[config.mk]
export PLATFORM = sky130hd
export DESIGN_NAME = i2c_master_bit_sequencer
export DESIGN_NICKNAME = d
export VERILOG_FILES = /design/src/hdl/i2cbs_pkg.sv /design/src/hdl/i2c_master_bit_sequencer.sv /design/src/hdl/i2cbs_step.sv
export SDC_FILE = /design/constraint.sdc
export NUM_CORES = 1
export LEC_CHECK = 0
export ABC_AREA = 0
export BUFFER_PORTS_ARGS = -buffer_cell sky130_fd_sc_hd__buf_2
export CELL_PAD_IN_SITES_DETAIL_PLACEMENT = 1
export CELL_PAD_IN_SITES_GLOBAL_PLACEMENT = 2
export CORE_MARGIN = 2
export CORE_UTILIZATION = 39
export DETAILED_ROUTE_END_ITERATION = 10
export GPL_ROUTABILITY_DRIVEN = 1
export PLACE_DENSITY_LB_ADDON = 0.1
export RECOVER_POWER = 100
export SETUP_SLACK_MARGIN = 0.15
export SYNTH_ARGS = -nofsm -noshare
export SYNTH_HDL_FRONTEND = slang
export SYNTH_HIERARCHICAL = 1
export SYNTH_SLANG_ARGS = --single-unit
[constraint.sdc]
create_clock -name aclk -period 7.7 [get_ports aclk]
set_input_delay 1.155 -clock aclk [delete_from_list [all_inputs] [get_ports aclk]]
set_output_delay 1.155 -clock aclk [all_outputs]
set_load 0.01 [all_outputs]
[src/hdl/i2cbs_pkg.sv]
// ----------------------------------------------------------------------------
// i2cbs_pkg
// Shared types and constants for the I2C master bit sequencer.
// ----------------------------------------------------------------------------
`default_nettype none

package i2cbs_pkg;

    localparam int BYTE_BITS   = 8;
    localparam int PHASE_W     = 16;
    localparam int STEP_W      = 5;
    // index of the closing step of send byte and read byte
    localparam logic [STEP_W-1:0] LAST_STEP = STEP_W'(2 * BYTE_BITS + 1);
    localparam logic [PHASE_W-1:0] PHASE_RESET = PHASE_W'(1);

    typedef enum logic [2:0] {
        OP_NONE  = 3'd0,
        OP_START = 3'd1,
        OP_STOP  = 3'd2,
        OP_SEND  = 3'd3,
        OP_READ  = 3'd4,
        OP_ACK   = 3'd5,
        OP_NACK  = 3'd6,
        OP_RACK  = 3'd7
    } op_t;

    typedef struct packed {
        logic [PHASE_W-1:0]   phase_count;
        logic [STEP_W-1:0]    step_index;
        op_t                  active_op;
        logic [BYTE_BITS-1:0] shift;
        logic                 scl;
        logic                 sda;
        logic                 drv;
        logic                 ack;
        logic [BYTE_BITS-1:0] rx_last;
    } seq_state_t;

    localparam seq_state_t STATE_RESET = '{
        phase_count: '0,
        step_index:  '0,
        active_op:   OP_NONE,
        shift:       '0,
        scl:         1'b1,
        sda:         1'b1,
        drv:         1'b1,
        ack:         1'b1,
        rx_last:     '0
    };

endpackage

`default_nettype wire

[src/hdl/i2c_master_bit_sequencer.sv]
// A result beat is registered and appears in the cycle after its tick is accepted.
// Throughput: one tick per cycle while results are taken; the step logic feeds
// the sequencer state register, which also holds the result, and a held result
// does not stop the next tick as long as the result side takes it in the same cycle.
// Reset (aresetn low, synchronous): idle, SCL and SDA high and driven,
// ack 1, rx byte 0, phase length 1, no result pending.
// ----------------------------------------------------------------------------
// i2c_master_bit_sequencer
// I2C master pin sequencer: one input beat per base tick, one result beat
// with the pin levels, status and received data per tick.
// ----------------------------------------------------------------------------
`default_nettype none

module i2c_master_bit_sequencer (
    input  var logic        aclk,
    input  var logic        aresetn,

    input  var logic        cfg_valid,
    output logic            cfg_ready,
    input  var logic [15:0] cfg_data,

    input  var logic        s_valid,
    output logic            s_ready,
    input  var logic [2:0]  s_op,
    input  var logic [7:0]  s_tx_byte,
    input  var logic        s_sda_in,

    output logic            m_valid,
    input  var logic        m_ready,
    output logic            m_scl_level,
    output logic            m_sda_level,
    output logic            m_sda_drive,
    output logic            m_busy_res,
    output logic            m_done_res,
    output logic [7:0]      m_rx_byte,
    output logic            m_ack_seen
);

    i2cbs_pkg::seq_state_t            state_reg;
    i2cbs_pkg::seq_state_t            state_next;
    logic [i2cbs_pkg::PHASE_W-1:0]    phase_ticks_reg;
    logic [i2cbs_pkg::PHASE_W-1:0]    ticks;
    logic                             done_reg;
    logic                             done_next;
    logic                             m_valid_reg;
    logic                             in_beat;

    assign cfg_ready = 1'b1;
    assign s_ready   = !m_valid_reg || m_ready;
    assign in_beat   = s_valid && s_ready;

    // a zero phase length behaves as one tick
    assign ticks = (phase_ticks_reg == '0) ? i2cbs_pkg::PHASE_RESET : phase_ticks_reg;

    i2cbs_step u_step (
        .cur     (state_reg),
        .op      (i2cbs_pkg::op_t'(s_op)),
        .tx_byte (s_tx_byte),
        .sda_in  (s_sda_in),
        .ticks   (ticks),
        .nxt     (state_next),
        .done    (done_next)
    );

    always_ff @(posedge aclk) begin
        if (!aresetn) begin
            phase_ticks_reg <= i2cbs_pkg::PHASE_RESET;
        end else if (cfg_valid && cfg_ready) begin
            phase_ticks_reg <= cfg_data;
        end
    end

    // the state register doubles as the result payload: it only moves on a
    // beat, and a beat only happens once the previous result has gone
    always_ff @(posedge aclk) begin
        if (!aresetn) begin
            state_reg   <= i2cbs_pkg::STATE_RESET;
            done_reg    <= 1'b0;
            m_valid_reg <= 1'b0;
        end else begin
            if (in_beat) begin
                state_reg <= state_next;
                done_reg  <= done_next;
            end
            if (in_beat) begin
                m_valid_reg <= 1'b1;
            end else if (m_ready) begin
                m_valid_reg <= 1'b0;
            end
        end
    end

    assign m_valid     = m_valid_reg;
    assign m_scl_level = state_reg.scl;
    assign m_sda_level = state_reg.sda;
    assign m_sda_drive = state_reg.drv;
    assign m_busy_res  = (state_reg.active_op != i2cbs_pkg::OP_NONE);
    assign m_done_res  = done_reg;
    assign m_rx_byte   = state_reg.rx_last;
    assign m_ack_seen  = state_reg.ack;

endmodule

`default_nettype wire

[src/hdl/i2cbs_step.sv]
// ----------------------------------------------------------------------------
// i2cbs_step
// One base tick of the sequencer: phase countdown, command take-up and the
// pin actions of the current step.
// ----------------------------------------------------------------------------
`default_nettype none

module i2cbs_step (
    input  var i2cbs_pkg::seq_state_t                 cur,
    input  var i2cbs_pkg::op_t                        op,
    input  var logic [i2cbs_pkg::BYTE_BITS-1:0]       tx_byte,
    input  var logic                                  sda_in,
    input  var logic [i2cbs_pkg::PHASE_W-1:0]         ticks,
    output i2cbs_pkg::seq_state_t                     nxt,
    output logic                                      done
);

    always_comb begin
        logic                          act;
        logic                          fin;
        logic [i2cbs_pkg::STEP_W-1:0]  k;
        logic [i2cbs_pkg::BYTE_BITS-1:0] shifted;

        nxt  = cur;
        act  = 1'b0;
        fin  = 1'b0;
        done = 1'b0;

        if (cur.active_op == i2cbs_pkg::OP_NONE) begin
            if (op != i2cbs_pkg::OP_NONE) begin
                nxt.active_op  = op;
                nxt.step_index = '0;
                if (op == i2cbs_pkg::OP_SEND) begin
                    nxt.shift = tx_byte;
                end
                act = 1'b1;
            end
        end else begin
            nxt.phase_count = cur.phase_count - 1'b1;
            if (nxt.phase_count == '0) begin
                nxt.step_index = cur.step_index + 1'b1;
                act = 1'b1;
            end
        end

        k       = nxt.step_index;
        shifted = {nxt.shift[i2cbs_pkg::BYTE_BITS-2:0], 1'b0};

        if (act) begin
            case (nxt.active_op)
                i2cbs_pkg::OP_START: begin
                    if (k == 5'd0) begin
                        nxt.drv = 1'b1;
                        nxt.scl = 1'b1;
                        nxt.sda = 1'b1;
                    end else if (k == 5'd1) begin
                        nxt.sda = 1'b0;
                    end else if (k == 5'd2) begin
                        nxt.scl = 1'b0;
                    end else begin
                        nxt.sda = 1'b1;
                        fin     = 1'b1;
                    end
                end
                i2cbs_pkg::OP_STOP: begin
                    if (k == 5'd0) begin
                        nxt.drv = 1'b1;
                        nxt.sda = 1'b0;
                    end else if (k == 5'd1) begin
                        nxt.scl = 1'b1;
                    end else if (k == 5'd2) begin
                        nxt.sda = 1'b1;
                    end else begin
                        fin = 1'b1;
                    end
                end
                i2cbs_pkg::OP_ACK, i2cbs_pkg::OP_NACK: begin
                    if (k == 5'd0) begin
                        nxt.drv = 1'b1;
                        nxt.scl = 1'b0;
                        nxt.sda = (nxt.active_op == i2cbs_pkg::OP_NACK);
                    end else if (k == 5'd1) begin
                        nxt.scl = 1'b1;
                    end else begin
                        nxt.scl = 1'b0;
                        fin     = 1'b1;
                    end
                end
                i2cbs_pkg::OP_RACK: begin
                    if (k == 5'd0) begin
                        nxt.drv = 1'b0;
                    end else if (k == 5'd1) begin
                        nxt.scl = 1'b1;
                    end else if (k == 5'd2) begin
                        nxt.ack = sda_in;
                        nxt.scl = 1'b0;
                    end else begin
                        fin = 1'b1;
                    end
                end
                i2cbs_pkg::OP_SEND: begin
                    if (k == 5'd0) begin
                        nxt.drv = 1'b1;
                    end else if (k >= i2cbs_pkg::LAST_STEP) begin
                        nxt.scl = 1'b0;
                        fin     = 1'b1;
                    end else if (k[0]) begin
                        // later bits: drop SCL and advance to the next data bit
                        if (k > 5'd1) begin
                            nxt.scl   = 1'b0;
                            nxt.shift = shifted;
                        end
                        nxt.sda = nxt.shift[i2cbs_pkg::BYTE_BITS-1];
                    end else begin
                        nxt.scl = 1'b1;
                    end
                end
                i2cbs_pkg::OP_READ: begin
                    if (k == 5'd0) begin
                        nxt.drv   = 1'b0;
                        nxt.shift = '0;
                    end else if (k >= i2cbs_pkg::LAST_STEP) begin
                        nxt.rx_last = nxt.shift;
                        fin         = 1'b1;
                    end else if (k[0]) begin
                        nxt.scl = 1'b1;
                    end else begin
                        nxt.shift = {nxt.shift[i2cbs_pkg::BYTE_BITS-2:0], sda_in};
                        nxt.scl   = 1'b0;
                    end
                end
                default: begin
                    fin = 1'b1;
                end
            endcase

            if (fin) begin
                nxt.active_op   = i2cbs_pkg::OP_NONE;
                nxt.step_index  = '0;
                nxt.phase_count = '0;
                done            = 1'b1;
            end else begin
                nxt.phase_count = ticks;
            end
        end
    end

endmodule

`default_nettype wire

==> flow_summary.ini, run 1 <==
[outcome]
outcome = complete, but fails checks
failed_checks = capacitance limit, slew limit

[routing]
vias = 4454
antenna_left = 0
drtIter0Drc = 248
routed_via_density = 5.82
drt_wl_total_um = 15000
routedWlPerCell_um = 19.6
drt-pass1-iter-count = 5
drc = 0

[cts]
cts_tree = done
path_clk_slew_ps = 60
clkLatencyLatePin_ps = 340
numCtsBuffers = 9
cts_hold_buffers = 0
tritoncts_num_sinks = 62
cts_buffer_depth = 2
post_cts_buffers = 0
htree_levels = 3
post_cts_resized = 0
cts_root_buffer = clkbuf_16

[timing]
tightest_slew_ps = 2340
max_freq_ghz = 0.192
tns_ps = 0
slew_headroom = -0.558
rsz0062_at_grt = false
skew_ps = 10.1
finalHoldViolCount = 0
drv_slew = 79
period_needed_ps = 5220
period_share = 0.678
finalSetupViolCount = 0

[yosys]
syn_inst = 592
yosysTopAreaCellShare = 0.253
syn_nets = 628
synth_edf_count = 0
synthTopCellsByCount = dfxtp_1, o21ai_0, nor2_1, nand2_1
synth_top_area_cell = dfxtp_1
synth-seq-area-share = 0.253
yosysUniqueCellTypes = 73
yosys_warnings = 6
synth_most_common_cell = dfxtp_1
async_reset_ff_frac = 0
synth.area.top_cells = dfxtp_1, a21boi_2, nand3_2
avgSynthCellArea_um2 = 8.28
netlist_area_um2 = 4900
ys_seq_elements = 62
ys.flop_type = dfxtp_1

[floorplanning]
start_util = 0.403
row_count = 40
die_h_um = 116
chipWidth_um = 116
die_area_um2 = 13500
core_um2 = 12200
pin_count = 50

[layout]
largest_reg_flops = 32
drive_gt1_frac = 0.186
fin_area_um2 = 5130
n_antenna_cell = 0
nets = 628
filler_cell_count = 1500
area_growth_pct = 4.78

[run]
max_cap_violations = 2

[grt]
grt_usage = 0.234
grt_overflow_total = 0
grt_pass1_wl_um = 24400
grt_max_degree = 63
grt_pass1_vias = 4572
antenna_found_initial = 0

[worst_hold_path]
hp-class = reg2reg

[placed_design]
dp_hpwl_um = 10100
port_buffers = 48
placed_area_um2 = 4980
gp_congestion = 0.858

[setup_path]
cp-start-kind = flip-flop
cp.arrival_ps = 5440
crit_required_ps = 7920
end_kind = flip-flop
crit_fanout = 15
path_class = reg2reg

[power]
vdd_drop_max_mv = 0.115
pwr_density_cell_nw_per_um2 = 204
p_leak_nw = 1.82
-- report_power, final --
part	switching, mW	internal, mW	total, mW
registers	0.0225	0.338	0.360
clock network	0.163	0.260	0.423
logic	0.169	0.0962	0.265
-- final timing paths --
path	start	end	slack, ps	cells after the start
worst max-delay path	state_reg[28]$_SDFFE_PN0P_	m_rx_byte[5]$_SDFFE_PN0P_	2480	12
worst min-delay path	state_reg[16]$_SDFFE_PN0P_	state_reg[16]$_SDFFE_PN0P_	490	2
worst max register to register	state_reg[28]$_SDFFE_PN0P_	m_rx_byte[5]$_SDFFE_PN0P_	2480	12
worst min register to register	state_reg[16]$_SDFFE_PN0P_	state_reg[16]$_SDFFE_PN0P_	490	2
-- critical path, stage by stage (launching register included) --
cell	delay, ps
dfxtp_1	370
inv_1	90
ha_1	200
nor3b_1	650
nand3_2	180
a2111oi_4	700
nand4_1	290
mux2i_1	380
o31ai_2	160
nor3_1	1460
mux2_2	450
nand3_1	80
a21boi_2	60
-- stage by stage --
stage	total power [mW]	util	instances	setup slack, ps	hold WS, ps
after floorplan	0.574	-	592	4290	444
after global placement	0.629	0.409	749	3150	458
after detailed placement	0.636	0.409	749	2980	480
after CTS	1.07	0.434	765	3210	499
after global routing	1.10	0.422	765	2070	522
final	1.05	0.422	765	2480	494
-- kinds of logic after synthesis --
group	count (synthesis)	synth area share
simple gates	206	0.249
buf+inv	71	0.0896
xor+xnor	18	0.0322
other cells	1	0.000765
mux	35	0.0735
compound gates	196	0.294
fa+ha+maj	3	0.00766
flops	62	0.253
-- cell type report --
| type | instances | area, µm² | area share |
|---|---|---|---|
| multi-input cells | 459 | 3100 | 0.603 |
| well taps | 168 | 210 | 0.0409 |
| repair buffers | 52 | 250 | 0.0487 |
| inverters | 8 | 35.0 | 0.00682 |
| clock buffers | 11 | 243 | 0.0473 |
| flip-flops and latches | 62 | 1240 | 0.242 |
| clock inverters | 5 | 58.8 | 0.0115 |
-- routing by layer --
| layer | vias to the layer above | track usage | wire, µm |
|---|---|---|---|
| li1 | 2151 | - | - |
| met5 | - | 0 | 0 |
| met4 | 0 | 0.0794 | 229 |
| met1 | 2195 | 0.323 | 7260 |
| met2 | 92 | 0.370 | 6920 |
| met3 | 16 | 0.0392 | 608 |
-- placed cells by master (no fill, tap or decap), drive strengths merged, types with 4 or more instances in the layout --
cell type	count
a21oi	20
buf	36
o21ai	67
clkbuf	27
or3	5
nor4	10
a21boi	43
o22ai	22
nand2	35
nand3	63
nor2	40
nand4	8
a21o	4
mux2	5
a22oi	6
xor2	11
nor3	13
dfxtp	62
nor2b	18
xnor2	7
nand2b	5
mux2i	30
inv	8
No activity file was read; power rests on OpenSTA's default activity.
==> run 2, diff against run 1 <==
--- a/config.mk
+++ b/config.mk
@@ -10,7 +10,7 @@
 export CELL_PAD_IN_SITES_DETAIL_PLACEMENT = 1
 export CELL_PAD_IN_SITES_GLOBAL_PLACEMENT = 2
 export CORE_MARGIN = 2
-export CORE_UTILIZATION = 39
+export CORE_UTILIZATION = 36
 export DETAILED_ROUTE_END_ITERATION = 10
 export GPL_ROUTABILITY_DRIVEN = 1
 export PLACE_DENSITY_LB_ADDON = 0.1
==> constraint.sdc (replaced) <==
create_clock -name aclk -period 5.05 [get_ports aclk]
set_input_delay 0.7575 -clock aclk [delete_from_list [all_inputs] [get_ports aclk]]
set_output_delay 0.7575 -clock aclk [all_outputs]
set_load 0.01 [all_outputs]
==> run 2 against run 1 <==
Effect of this change: the flow still finishes with violations (capacitance limit, slew limit); clock-buffer cell count is 1 lower; clock power up 84%; design area grew 1.7%; combinational power up 51%; utilization decreased by 2.8 points; routed wire length is 0.35% higher; sequential share of layout area decreased by 0.39 points; register-to-register slack got worse by 1700 ps; hold slack got worse by 14 ps; sequential power up 53%; highest routed layer unchanged.
==> flow_summary.ini, run 2 (synthesis gave the netlist of run 1 again) <==
[outcome]
outcome = complete, but fails checks
failed_checks = capacitance limit, slew limit

[layout]
drive_gt1_frac = 0.184
layout_commonest_cell = o21ai_0
area_growth_pct = 6.51
layout_common_cells = o21ai_0, dfxtp_1, nor2_1
seq_area_um2 = 1240
largest_reg_flops = 32
multi_input_area_um2 = 3100
filler_cell_count = 1655
n_antenna_cell = 0
nets = 630

[setup_path]
path_buf_inv = 4
slowest_delay_ps = 1570
crit_required_ps = 4290
end_kind = primary output
cp-start-kind = input pin
path_class = in2out
crit_path_frequent_cell = buf_2
path_cells = buf_2 -> nor2b_4 -> clkbuf_1 -> inv_6 -> buf_2
crit_fanout = 47
cp_top_family = buffers and inverters
crit_path_top_delay_cell = clkbuf_1
cp.arrival_ps = 3500

[run]
max_cap_violations = 2

[cts]
tritoncts_num_sinks = 62
post_cts_buffers = 0
cts_buffer_depth = 2
path_clk_slew_ps = 60
cts_root_buffer = clkbuf_16
clkLatencyLatePin_ps = 340
post_cts_resized = 0
htree_levels = 3
numCtsBuffers = 9
cts_tree = done
cts_hold_buffers = 0

[power]
swShare = 0.310
power_frac_clock = 0.451
p_sw_mw = 0.537
pwr_density_cell_nw_per_um2 = 332
combPwrFrac = 0.232
power_mw = 1.73
p_leak_nw = 1.88
power.internal_mw = 1.19
vdd_drop_max_mv = 0.176
power_frac_seq = 0.317

[grt]
grt_max_degree = 63
grt_pass1_wl_um = 24800
grt_usage = 0.215
grt_overflow_total = 0
antenna_found_initial = 0
grt_pass1_vias = 4518

[routing]
routed_via_density = 5.85
drtIter0Drc = 221
drt-pass1-iter-count = 5
vias = 4531
routedWlPerCell_um = 19.4
antenna_left = 0
drc = 0
drt_wl_total_um = 15100

[timing]
max_freq_ghz = 0.235
skew_ps = 5.64
rsz0062_at_grt = false
period_needed_ps = 4250
tns_ps = 0
finalHoldViolCount = 0
slew_headroom = -0.627
tightest_slew_ps = 2440
drv_slew = 110
finalSetupViolCount = 0
period_share = 0.842

[floorplanning]
row_count = 42
start_util = 0.370
pin_count = 50
die_h_um = 121
chipWidth_um = 121
die_area_um2 = 14600
core_um2 = 13200

[placed_design]
port_buffers = 48
dp_hpwl_um = 10000
gp_congestion = 0.942

[worst_hold_path]
hp-class = reg2reg
-- run 2: layout make-up --
cell class,instances,area share
tap,176,0.0422
clock buffer,10,0.0439
multi-input combinational,459,0.594
timing repair buffer,54,0.0494
sequential,62,0.238
clock inverter,6,0.0257
inverter,8,0.00671
-- run 2: metrics by stage --
stage	hold WS (ps)	cell area (µm²)	instances	setup WS, ps	util
after CTS	486	5360	775	1090	0.405
final	481	5220	775	796	0.394
after detailed placement	471	5000	759	1050	0.378
after global placement	465	5000	759	1060	0.378
after global routing	518	5220	775	383	0.394
after floorplan	444	4900	592	1740	-
-- run 2: final timing paths --
| check | startpoint | end | slack [ps] | cells after the start |
|---|---|---|---|---|
| setup / recovery | m_ready | s_ready | 800 | 5 |
| setup reg to reg | state_reg[28]$_SDFFE_PN0P_ | state_reg[16]$_SDFFE_PN0P_ | 810 | 14 |
| hold / removal | phase_ticks_reg[0]$_SDFFE_PN1P_ | phase_ticks_reg[0]$_SDFFE_PN1P_ | 480 | 2 |
| hold reg to reg | phase_ticks_reg[0]$_SDFFE_PN1P_ | phase_ticks_reg[0]$_SDFFE_PN1P_ | 480 | 2 |
-- run 2: metal layers --
layer | part of all wire | up-vias | global-route usage
li1 | - | 2156 | -
met1 | 0.50 | 2269 | 0.307
met2 | 0.45 | 97 | 0.331
met3 | 0.042 | 9 | 0.0344
met4 | 0.0099 | 0 | 0.0683
met5 | 0 | - | 0
-- run 2: power by group through the flow --
stage	registers, mW	logic [mW]	clock network [mW]
3_5_place_dp	0.560	0.409	0
2_1_floorplan	0.549	0.326	0
4_1_cts	0.549	0.412	0.794
3_3_place_gp	0.558	0.404	0
5_1_grt	0.554	0.446	0.820
6_report	0.550	0.401	0.780
-- run 2: worst min-delay path, cell delays in order (launching register included) --
cell	delay, ps
dfxtp_1	330
mux2i_1	70
nand2_1	60
